<file path="src/design/dconv_pkg.sv">
package dconv_pkg;

  localparam int unsigned MaxImageWidth  = 64;
  localparam int unsigned MaxImageHeight = 64;
  localparam int unsigned MaxInChannels  = 16;
  localparam int unsigned MaxOutChannels = 16;
  localparam int unsigned MaxKernel      = 8;

  localparam int unsigned PixDepth = MaxImageHeight * MaxImageWidth * MaxInChannels;
  localparam int unsigned WgtDepth = MaxOutChannels * MaxKernel * MaxKernel * MaxInChannels;
  localparam int unsigned PixAw = $clog2(PixDepth);
  localparam int unsigned WgtAw = $clog2(WgtDepth);
  localparam int unsigned RowW = $clog2(MaxImageHeight);
  localparam int unsigned ColW = $clog2(MaxImageWidth);
  localparam int unsigned IcW  = $clog2(MaxInChannels);
  localparam int unsigned OcW  = $clog2(MaxOutChannels);
  localparam int unsigned KW   = $clog2(MaxKernel);

  localparam int unsigned AccW = 40;
  localparam int unsigned CfgIdxW  = 3;
  localparam int unsigned CfgDataW = 5;

  typedef enum logic [1:0] {
    ActLoadPixel  = 2'd0,
    ActLoadWeight = 2'd1,
    ActLoadBias   = 2'd2,
    ActCompute    = 2'd3
  } action_e;

  typedef enum logic [CfgIdxW-1:0] {
    RegKernelWidth  = 3'd0,
    RegKernelHeight = 3'd1,
    RegDilationH    = 3'd2,
    RegDilationV    = 3'd3,
    RegStrideH      = 3'd4,
    RegStrideV      = 3'd5,
    RegBiasOn       = 3'd6,
    RegInChannels   = 3'd7
  } reg_idx_e;

  typedef struct packed {
    logic [1:0]         action;
    logic [5:0]         row;
    logic [5:0]         col;
    logic [3:0]         out_channel;
    logic [3:0]         in_channel;
    logic [2:0]         kernel_row;
    logic [2:0]         kernel_col;
    logic signed [15:0] value;
  } in_item_t;

  typedef struct packed {
    logic signed [15:0] out_value;
    logic               saturated;
    logic               window_error;
  } out_item_t;

  typedef struct packed {
    logic [3:0] kernel_width;
    logic [3:0] kernel_height;
    logic [3:0] dil_col;
    logic [3:0] dil_row;
    logic [3:0] step_col;
    logic [3:0] step_row;
    logic       bias_on;
    logic [4:0] in_channels;
  } cfg_t;

  // controller -> datapath
  typedef struct packed {
    logic store_load;
    logic start;
    logic mac;
    logic mac_last;
    logic finish;
    logic bad;
    logic [RowW-1:0] pr;
    logic [ColW-1:0] pc;
    logic [KW-1:0]   kr;
    logic [KW-1:0]   kc;
    logic [IcW-1:0]  ic;
  } dp_cmd_t;

  // datapath -> controller
  typedef struct packed {
    logic mac_busy;
  } dp_status_t;

endpackage

</file>
<file path="src/design/dconv_ctrl.sv">
module dconv_ctrl (
  input  logic                 clk_i,
  input  logic                 rst_ni,
  input  dconv_pkg::cfg_t      cfg_i,
  input  logic                 in_valid_i,
  output logic                 in_ready_o,
  input  dconv_pkg::in_item_t  in_data_i,
  input  logic                 out_busy_i,
  input  dconv_pkg::dp_status_t status_i,
  output dconv_pkg::dp_cmd_t   cmd_o
);
  import dconv_pkg::*;

  typedef enum logic [1:0] {StIdle, StRun, StDrain, StDone} state_e;

  state_e         state_q, state_d;
  logic [KW-1:0]  kr_q, kr_d, kc_q, kc_d;
  logic [IcW-1:0] ic_q, ic_d;
  logic [KW:0]    kw_q, kw_d, kh_q, kh_d;
  logic [4:0]     nc_q, nc_d;
  logic [9:0]     r0_q, r0_d, c0_q, c0_d;
  logic [10:0]    rlast, clast;
  logic [KW:0]    kw_c, kh_c;
  logic [4:0]     nc_c;
  logic [9:0]     r0_c, c0_c;
  logic           bad_c, empty_c, last_c;
  logic [10:0]    prw, pcw;

  always_comb begin
    kw_c = (cfg_i.kernel_width > 4'(MaxKernel)) ? (KW+1)'(MaxKernel)
                                                 : (KW+1)'(cfg_i.kernel_width);
    kh_c = (cfg_i.kernel_height > 4'(MaxKernel)) ? (KW+1)'(MaxKernel)
                                                  : (KW+1)'(cfg_i.kernel_height);
    nc_c = (cfg_i.in_channels > 5'(MaxInChannels)) ? 5'(MaxInChannels) : cfg_i.in_channels;
    r0_c = 10'(in_data_i.row) * 10'(cfg_i.step_row);
    c0_c = 10'(in_data_i.col) * 10'(cfg_i.step_col);
    rlast = 11'(r0_c) + 11'(kh_c - 1'b1) * 11'(cfg_i.dil_row);
    clast = 11'(c0_c) + 11'(kw_c - 1'b1) * 11'(cfg_i.dil_col);
    bad_c = (kw_c != '0 && kh_c != '0 &&
             (rlast >= 11'(MaxImageHeight) || clast >= 11'(MaxImageWidth)));
    empty_c = (kw_c == '0) || (kh_c == '0) || (nc_c == '0);
    prw = 11'(r0_q) + 11'(kr_q) * 11'(cfg_i.dil_row);
    pcw = 11'(c0_q) + 11'(kc_q) * 11'(cfg_i.dil_col);
    last_c = (5'(ic_q) == nc_q - 1'b1) && ((KW+1)'(kc_q) == kw_q - 1'b1) &&
             ((KW+1)'(kr_q) == kh_q - 1'b1);
  end

  assign in_ready_o = (state_q == StIdle) && !out_busy_i;

  always_comb begin
    state_d = state_q;
    kr_d = kr_q; kc_d = kc_q; ic_d = ic_q;
    kw_d = kw_q; kh_d = kh_q; nc_d = nc_q; r0_d = r0_q; c0_d = c0_q;
    cmd_o = '0;
    cmd_o.pr = prw[RowW-1:0];
    cmd_o.pc = pcw[ColW-1:0];
    cmd_o.kr = kr_q;
    cmd_o.kc = kc_q;
    cmd_o.ic = ic_q;
    case (state_q)
      StIdle: begin
        if (in_valid_i && in_ready_o) begin
          if (in_data_i.action != ActCompute) begin
            cmd_o.store_load = 1'b1;
          end else begin
            cmd_o.start = 1'b1;
            cmd_o.bad = bad_c || (32'(in_data_i.out_channel) >= MaxOutChannels);
            kr_d = '0; kc_d = '0; ic_d = '0;
            kw_d = kw_c; kh_d = kh_c; nc_d = nc_c; r0_d = r0_c; c0_d = c0_c;
            if (cmd_o.bad || empty_c) state_d = StDrain;
            else state_d = StRun;
          end
        end
      end
      StRun: begin
        cmd_o.mac = 1'b1;
        cmd_o.mac_last = last_c;
        if (last_c) begin
          state_d = StDrain;
        end else if (5'(ic_q) != nc_q - 1'b1) begin
          ic_d = ic_q + 1'b1;
        end else begin
          ic_d = '0;
          if ((KW+1)'(kc_q) != kw_q - 1'b1) begin
            kc_d = kc_q + 1'b1;
          end else begin
            kc_d = '0;
            kr_d = kr_q + 1'b1;
          end
        end
      end
      StDrain: begin
        if (!status_i.mac_busy) state_d = StDone;
      end
      StDone: begin
        cmd_o.finish = 1'b1;
        state_d = StIdle;
      end
      default: state_d = StIdle;
    endcase
  end

  always_ff @(posedge clk_i or negedge rst_ni) begin
    if (!rst_ni) begin
      state_q <= StIdle;
    end else begin
      state_q <= state_d;
    end
  end

  always_ff @(posedge clk_i) begin
    kr_q <= kr_d; kc_q <= kc_d; ic_q <= ic_d;
    kw_q <= kw_d; kh_q <= kh_d; nc_q <= nc_d; r0_q <= r0_d; c0_q <= c0_d;
  end

endmodule

</file>
<file path="config.mk">
export PLATFORM = sky130hd
export DESIGN_NAME = dconv_ctrl
export DESIGN_NICKNAME = d
export VERILOG_FILES = /design/src/design/dconv_pkg.sv /design/src/design/dconv_ctrl.sv
export SDC_FILE = /design/constraint.sdc
export NUM_CORES = 1
export LEC_CHECK = 0
export BUFFER_PORTS_ARGS = -buffer_cell sky130_fd_sc_hd__buf_2
export CAP_MARGIN = 40
export CORE_MARGIN = 1
export CORE_UTILIZATION = 25
export CTS_CLUSTER_DIAMETER = 100
export DETAILED_ROUTE_END_ITERATION = 12
export HOLD_SLACK_MARGIN = 0.12
export PLACE_DENSITY = 0.53
export SLEW_MARGIN = 20
export SYNTH_ARGS = -nofsm -noshare
export SYNTH_HDL_FRONTEND = slang
export SYNTH_SLANG_ARGS = --single-unit
</file>
<file path="constraint.sdc">
create_clock -name clk_i -period 22.5 [get_ports clk_i]
set_input_delay 4.5 -clock clk_i [delete_from_list [all_inputs] [get_ports clk_i]]
set_output_delay 4.5 -clock clk_i [all_outputs]
set_load 0.005 [all_outputs]
</file>
# Yosys cells after proc, flatten, opt, wreduce, memory -nomap -nowiden
# Index checks and enable logic that the tools add are counted.
# totals
regBits,37
latchBits,0
mem_bits_rw,0
mem_bits_ro,0
input_bits,79
out_inout_bits,29
word_cells,105
n_memories,0
# classes
n_addsub,12
mul,6
div,0
magnitude_cmp,5
eq_ne,16
shift,0
muxes,33
n_bitwise,1
n_reduce_logical,23
# ops
op,count
3-bit two-way mux,8
4-bit two-way mux,6
10-bit by 11-bit adder with 11-bit output,2
"11-bit by 7-bit greater-or-equal comparator with 1-bit output, second input constant",2
5-bit by 5-bit multiplier with 10-bit output,2
6-bit by 4-bit multiplier with 10-bit output,2
2-bit two-way mux,8
"2-bit != test, second input constant",7
6-bit adder,2
3-bit by 4-bit multiplier with 6-bit output,2
3-bit case mux with 2 select lines,2
"4-bit by 1-bit subtractor with 5-bit output, second input constant",2
3-bit by 4-bit equality test with 1-bit output,2
"4-bit > comparator, second input constant",2
4-bit zero test,2
2-bit case mux with 4 select lines,1
4-bit case mux with 2 select lines,1
4-bit AND reduction,2
4-bit nonzero test,2
"4-bit by 1-bit subtractor with 4-bit output, second input constant",2
"3-bit by 1-bit adder with 3-bit output, second input constant",2
1-bit logical AND,6
1-bit two-way mux,6
6-bit AND reduction,1
other kinds (18),22

# Longest topological paths before layout
# Gate-level depths: netlist of the first run.
# depth
ltp_word,13
mapped_depth,24

# Worst setup path after synthesis of the first run
# No wires, ideal clock.
# synth_path
path_kind,input port to output port
start,in cfg_i[29] in the netlist's numbering
end,out cmd_o[22] in the netlist's numbering
arrival_time_ns,9.192
required_time_ns,18.000
slack_ns,8.808
path_stages,22
path_cell_list,nand2b_1 ha_1 xnor2_1 nor2b_1 ha_1 fa_1 fa_1 ha_1 a21o_1 a21oi_1 o21bai_1 a21oi_1 xnor2_1 ha_1 clkbuf_1 nand3_1 nand2_1 a41o_1 or3_1 o22ai_2 o2111ai_1 and3_1
# synth_lines
element,line_no,text
"start, declared",dconv_ctrl.sv:4,"input dconv_pkg::cfg_t cfg_i,"
"end, declared",dconv_ctrl.sv:10,output dconv_pkg::dp_cmd_t cmd_o

==> flow_summary.ini, run 1 <==
[yosys]
synth_ff_type = edfxtp_1
synth_most_common_cell = ha_1
yosys_warnings = 0
netlist_area_um2 = 6299
synth_edf_count = 35
yosysTopAreaCellShare_pct = 21.85
avgSynthCellArea_um2 = 9.471
yosysTopAreaCell = ha_1
synthArstFlopShare_pct = 5.405
ys_seq_elements = 37
synth_area_leaders = ha_1 (22%), edfxtp_1 (17%), fa_1 (17%)
synthTopCellsByCount = ha_1 (110), inv_1 (74), and2_1 (57)
ys_seq_area_share_pct = 17.48
synth_cells = 665
syn_nets = 906
synth.distinct_cells = 57

[timing]
skew_ns = 0.002819
worstMarginPinSlew_ns = 0.5823
setup_viol = 0
setup_ws_ns = 7.997
rsz0062_at_grt = no
fin_crit_sh_pct = 64.46
fmax_mhz = 68.95
fin_crit_ns = 14.50
final_hold_viol_count = 0
slew_headroom_pct = 60.82
hold_slack_ns = 0.6100
maxSlewViolCount = 0
setup_tns_ns = 0

[die]
dieArea_um2 = 25830
io_pins = 108
initial_utilization_pct = 25.67
die_h_um = 160.7
core_area_um2 = 24530
die_x_um = 160.7
rows = 57

[setup_path]
crit_required_ns = 18.00
reg2regPathDepth = 9
critical_path_class = input port to output pin
arrival_ns = 10.00
critPathMaxFanout = 9
end_kind = output pin
reg2reg_from = nc_q[0]
rr_endpoint = kr_q[0]
r2r_slack_ns = 19.97
cp-start-kind = input port

[place]
pre_cts_ws_ns = 8.011
io_buffers = 76
dp.final_hpwl_um = 11310
gp_congestion = 0.7854
dp_cells = 1060

[detailed_routing]
viasPerCell = 4.352
drt-wirelength-per-cell_um = 12.17
ant_nets = 0
dr.pass1.iters = 4
drt_iter0_markers = 181
drc = 0
routed_wirelength_um = 13000
vias = 4648

[cts]
htreeDepth = 2
tritoncts.num_buffers = 5
post_cts_buffers = 0
cts_max_path_buffers = 2
clock-root-buffer = clkbuf_16
numClockSinks = 37
clk_latency_ns = 0.28
hold_buffers = 0
cts.repair.resized = 0
clk_pin_slew_worst_paths_ns = 0.06
cts_tree = done

[global_route]
grt.total_usage_pct = 10.66
antenna_found_initial = 0
grt_pass1_wl_um = 22520
grt-ovfl-total = 0
grt_max_degree = 26
grt_pass1_vias = 4721

[layout]
final_core_util_pct = 29.40
fin_cells = 1068
fin_nets = 984
diodes = 0
layout-drive-gt1-share_pct = 12.90
areaGrowthSynthToFinish_pct = 14.52

[power_and_ir_drop]
powerDensity_nw_per_um2 = 71.46
vdd_drop_max_mv = 0.03319
p_leak_uw = 0.003501

[min_path]
hp-class = register to register
min_path_cells = 2
min_to = state_q[1]
min_from = state_q[1]

[status]
status = completed

[run]
cap_violations = 0
==> stage by stage <==
stage	power, uW	instance area (um2)
3_5_place_dp	454.6	7071
6_report	515.4	7213
5_1_grt	575.0	7213
3_3_place_gp	452.0	7071
4_1_cts	524.9	7213
2_1_floorplan	359.3	6299
==> critical path, stage by stage <==
cell and delay [ns]:
buf_2 0.14, nand2b_1 0.26, ha_1 0.34, xnor2_1 0.35
nor2b_1 0.09, ha_1 0.32, fa_1 0.55, fa_1 0.43
ha_1 0.36, a21o_1 0.17, a21oi_1 0.21, o21bai_1 0.10
a21oi_1 0.18, xnor2_1 0.17, ha_1 0.37, nand3_1 0.13
nand2_1 0.06, a41o_1 0.22, or3_1 0.32, o22ai_2 0.17
o2111ai_1 0.20, and3_1 0.24, buf_2 0.13
==> metal layers <==
metal / wire (um) / vias to the layer above / part of all wire [%] / GRT usage, %
li1: - / 2429 / - / -
met1: 6693 / 2146 / 51 / 14.67
met2: 5880 / 64 / 45 / 17.97
met3: 255 / 9 / 2.0 / 0.8264
met4: 170 / 0 / 1.3 / 2.744
met5: 0 / - / 0 / 0
==> cell usage in the layout, fill, tap and decap left out, types with 2 or more instances in the layout <==
cell type	Yosys	layout
a211oi_1	4	4
a21o_1	11	11
a21oi_1	34	34
a41oi_1	3	3
and2_1	57	57
and3_1	7	7
buf_2	1	76
clkbuf_16	0	5
clkinv_2	1	3
dfrtp_1	2	2
edfxtp_1	35	35
fa_1	52	52
ha_1	110	110
inv_1	74	74
nand2_1	49	49
nand2b_1	9	9
nand3_1	9	9
nor2_1	34	33
nor2b_1	25	25
nor3_1	12	12
nor4_1	3	3
o2111ai_1	2	2
o211a_1	3	3
o211ai_1	7	7
o21ai_0	9	9
o21bai_1	9	9
o31a_1	2	2
o41ai_1	2	2
or3_1	4	4
or4_1	4	4
xnor2_1	46	46
xnor2_2	2	2
xor2_1	14	14
==> worst max-delay path by stage <==
stage	from	slack, ns	end
4_1_cts	cfg_i[29]	7.98	cmd_o[22]
3_3_place_gp	cfg_i[29]	8.02	cmd_o[22]
2_1_floorplan	cfg_i[29]	8.81	cmd_o[22]
6_report	cfg_i[29]	8.00	cmd_o[22]
5_1_grt	cfg_i[29]	7.61	cmd_o[22]
3_5_place_dp	cfg_i[25]	8.01	cmd_o[22]
==> logic make-up after synthesis <==
group | after synthesis | share of synthesized area (%)
AO/OA/AOI/OAI | 99 | 10.81
XOR/XNOR | 63 | 9.217
adder cells (fa/ha/maj) | 162 | 38.38
buffers and inverters | 81 | 4.867
flip-flops | 37 | 17.48
AND/OR/NAND/NOR | 223 | 19.25
==> sequential cells by signal (all words and copies together) (netlist names) <==
name	count
nc_q	5
ic_q	4
kc_q	3
state_q	2
r0_q	6
kw_q	4
c0_q	6
kr_q	3
kh_q	4
==> layout make-up <==
class	instances	area (um2)
fill	2645	17320
multi-input combinational	547	4893
sequential	37	1101
tap	324	405.4
timing repair buffer	77	387.9
inverter	75	282.8
clock buffer	5	125.1
clock inverter	3	17.52
==> where the power goes <==
part	leakage (uW)	internal [uW]	switching, uW
combinational	0.00308	158	185
sequential	0.000346	90.6	13.9
clock	0.0000696	40.6	26.6
total	0.00350	290	226
No activity file was read; power rests on OpenSTA's default activity.
==> run 2, diff against run 1 <==
PLACE_DENSITY = 0.54   (was 0.53)
clock period = 12.55 ns   (was 22.5 ns; I/O delays follow)
==> flow_summary.ini, run 2 (synthesis gave the netlist of run 1 again) <==
[setup_path]
crit_chain = buf_2 > nand2b_1 > ha_1 > xnor2_1 > nor2b_1 > ha_1 > fa_1 > fa_1 > ha_1 > a21o_1 > a21oi_1 > o21bai_1 > a21oi_1 > xnor2_1 > ha_1 > nand3_1 > nand2_1 > a41o_1 > or3_1 > o22ai_2 > o2111ai_1 > and3_1 > buf_2
crit_required_ns = 10.04
end_kind = output pin
critPathMaxFanout = 9
arrival_ns = 8.05
cp-start-kind = input port
crit_family = adder cells
cp_common_cell = ha_1
crit_path_top_delay_cell = fa_1
slowest_delay_ns = 0.54
critical_path_class = input port to output pin
crit_buf_inv = 2

[global_route]
grt.total_usage_pct = 10.53
grt_pass1_vias = 4659
grt_pass1_wl_um = 22280
antenna_found_initial = 0
grt-ovfl-total = 0
grt_max_degree = 26

[timing]
fin_crit_sh_pct = 84.13
worstMarginPinSlew_ns = 0.6289
setup_viol = 0
final_hold_viol_count = 0
slew_headroom_pct = 57.69
setup_tns_ns = 0
maxSlewViolCount = 0
setup_ws_ns = 1.991
fmax_mhz = 94.71
skew_ns = 0.005928
rsz0062_at_grt = no
fin_crit_ns = 10.56

[detailed_routing]
vias = 4667
drc = 0
viasPerCell = 4.370
ant_nets = 0
dr.pass1.iters = 4
drt_iter0_markers = 159
routed_wirelength_um = 13020
drt-wirelength-per-cell_um = 12.19

[cts]
hold_buffers = 0
clk_latency_ns = 0.28
cts.repair.resized = 0
post_cts_buffers = 0
cts_tree = done
numClockSinks = 37
htreeDepth = 2
cts_max_path_buffers = 2
clock-root-buffer = clkbuf_16
tritoncts.num_buffers = 5
clk_pin_slew_worst_paths_ns = 0.06

[layout]
layout_common_cells = ha_1 (110), buf_2 (76), inv_1 (74)
fin_cells = 1068
diodes = 0
multiInputGateArea_um2 = 4893
regArea_um2 = 1101
mostFrequentLayoutCell = ha_1
fin_nets = 984
n_fill_cell = 2618
areaGrowthSynthToFinish_pct = 14.68
layout-drive-gt1-share_pct = 12.90
largestRegisters = c0_q (6), r0_q (6), nc_q (5)
final_core_util_pct = 29.44

[min_path]
hp-class = register to register

[status]
status = completed

[place]
pre_cts_ws_ns = 2.031
dp.final_hpwl_um = 11380
gp_congestion = 0.7837
dp_cells = 1060
io_buffers = 76

[die]
die_x_um = 160.7
core_area_um2 = 24530
die_h_um = 160.7
initial_utilization_pct = 25.67
dieArea_um2 = 25830
rows = 57
io_pins = 108

[power_and_ir_drop]
p_leak_uw = 0.003508
vdd_drop_max_mv = 0.05780
powerDensity_nw_per_um2 = 128.6

[run]
cap_violations = 0
## run 2: cell count changes in the layout (fill, tap and decap cells not counted), sizes merged
| cell | before | now |
|---|---|---|
| clkbuf | 5 | 6 |
| clkinvlp | 1 | 0 |
## run 2: worst paths after layout
| check | start | end | slack, ns | depth (start not counted) |
|---|---|---|---|---|
| setup / recovery | cfg_i[29] | cmd_o[22] | 1.99 | 23 |
| hold / removal | state_q[0] | state_q[0] | 0.61 | 1 |
| setup reg to reg | nc_q[0] | kr_q[1] | 9.99 | 9 |
| hold reg to reg | state_q[0] | state_q[0] | 0.61 | 1 |
| max in group asynchronous | rst_ni | state_q[0] | 10.43 | 1 |
| min in group asynchronous | rst_ni | state_q[0] | 2.01 | 1 |
## run 2: cell type report
cell class              count  share of cell area (%)
clock buffers               6                   1.923
multi-input cells         547                   67.75
flip-flops and latches     37                   15.24
clock inverters             2                  0.1905
inverters                  75                   3.915
repair buffers             77                   5.370
well taps                 324                   5.612
## run 2: worst register-to-register path, cell delays in order, from the launching register on
cell	delay (ns)
edfxtp_1	0.42
inv_1	0.08
ha_1	0.20
nand2b_1	0.15
a21oi_1	0.07
a311o_1	0.33
a2111oi_2	0.43
and3_1	0.26
nor2_1	0.12
and3_1	0.25
## run 2: power breakdown
part,internal [uW],switching (uW),total (uW)
Sequential,162,24.7,187
Clock,78.9,47.3,126
Combinational,284,332,616
## run 2: through the flow
step                      power [uW]  instance area (um2)  hold WS (ns)
after floorplan                644.2                 6299        0.5512
after global placement         810.2                 7071        0.6053
after detailed placement       813.6                 7071        0.6006
after CTS                      946.0                 7223        0.6113
after global routing            1037                 7223        0.6387
final                          928.9                 7223        0.6116
## run 2: layer usage
layer,track usage (%),up-vias,wire [um]
met2,17.38,61,5911
met1,14.47,2160,6569
met3,1.085,15,318
met5,0,-,0
li1,-,2431,-
met4,3.173,0,223
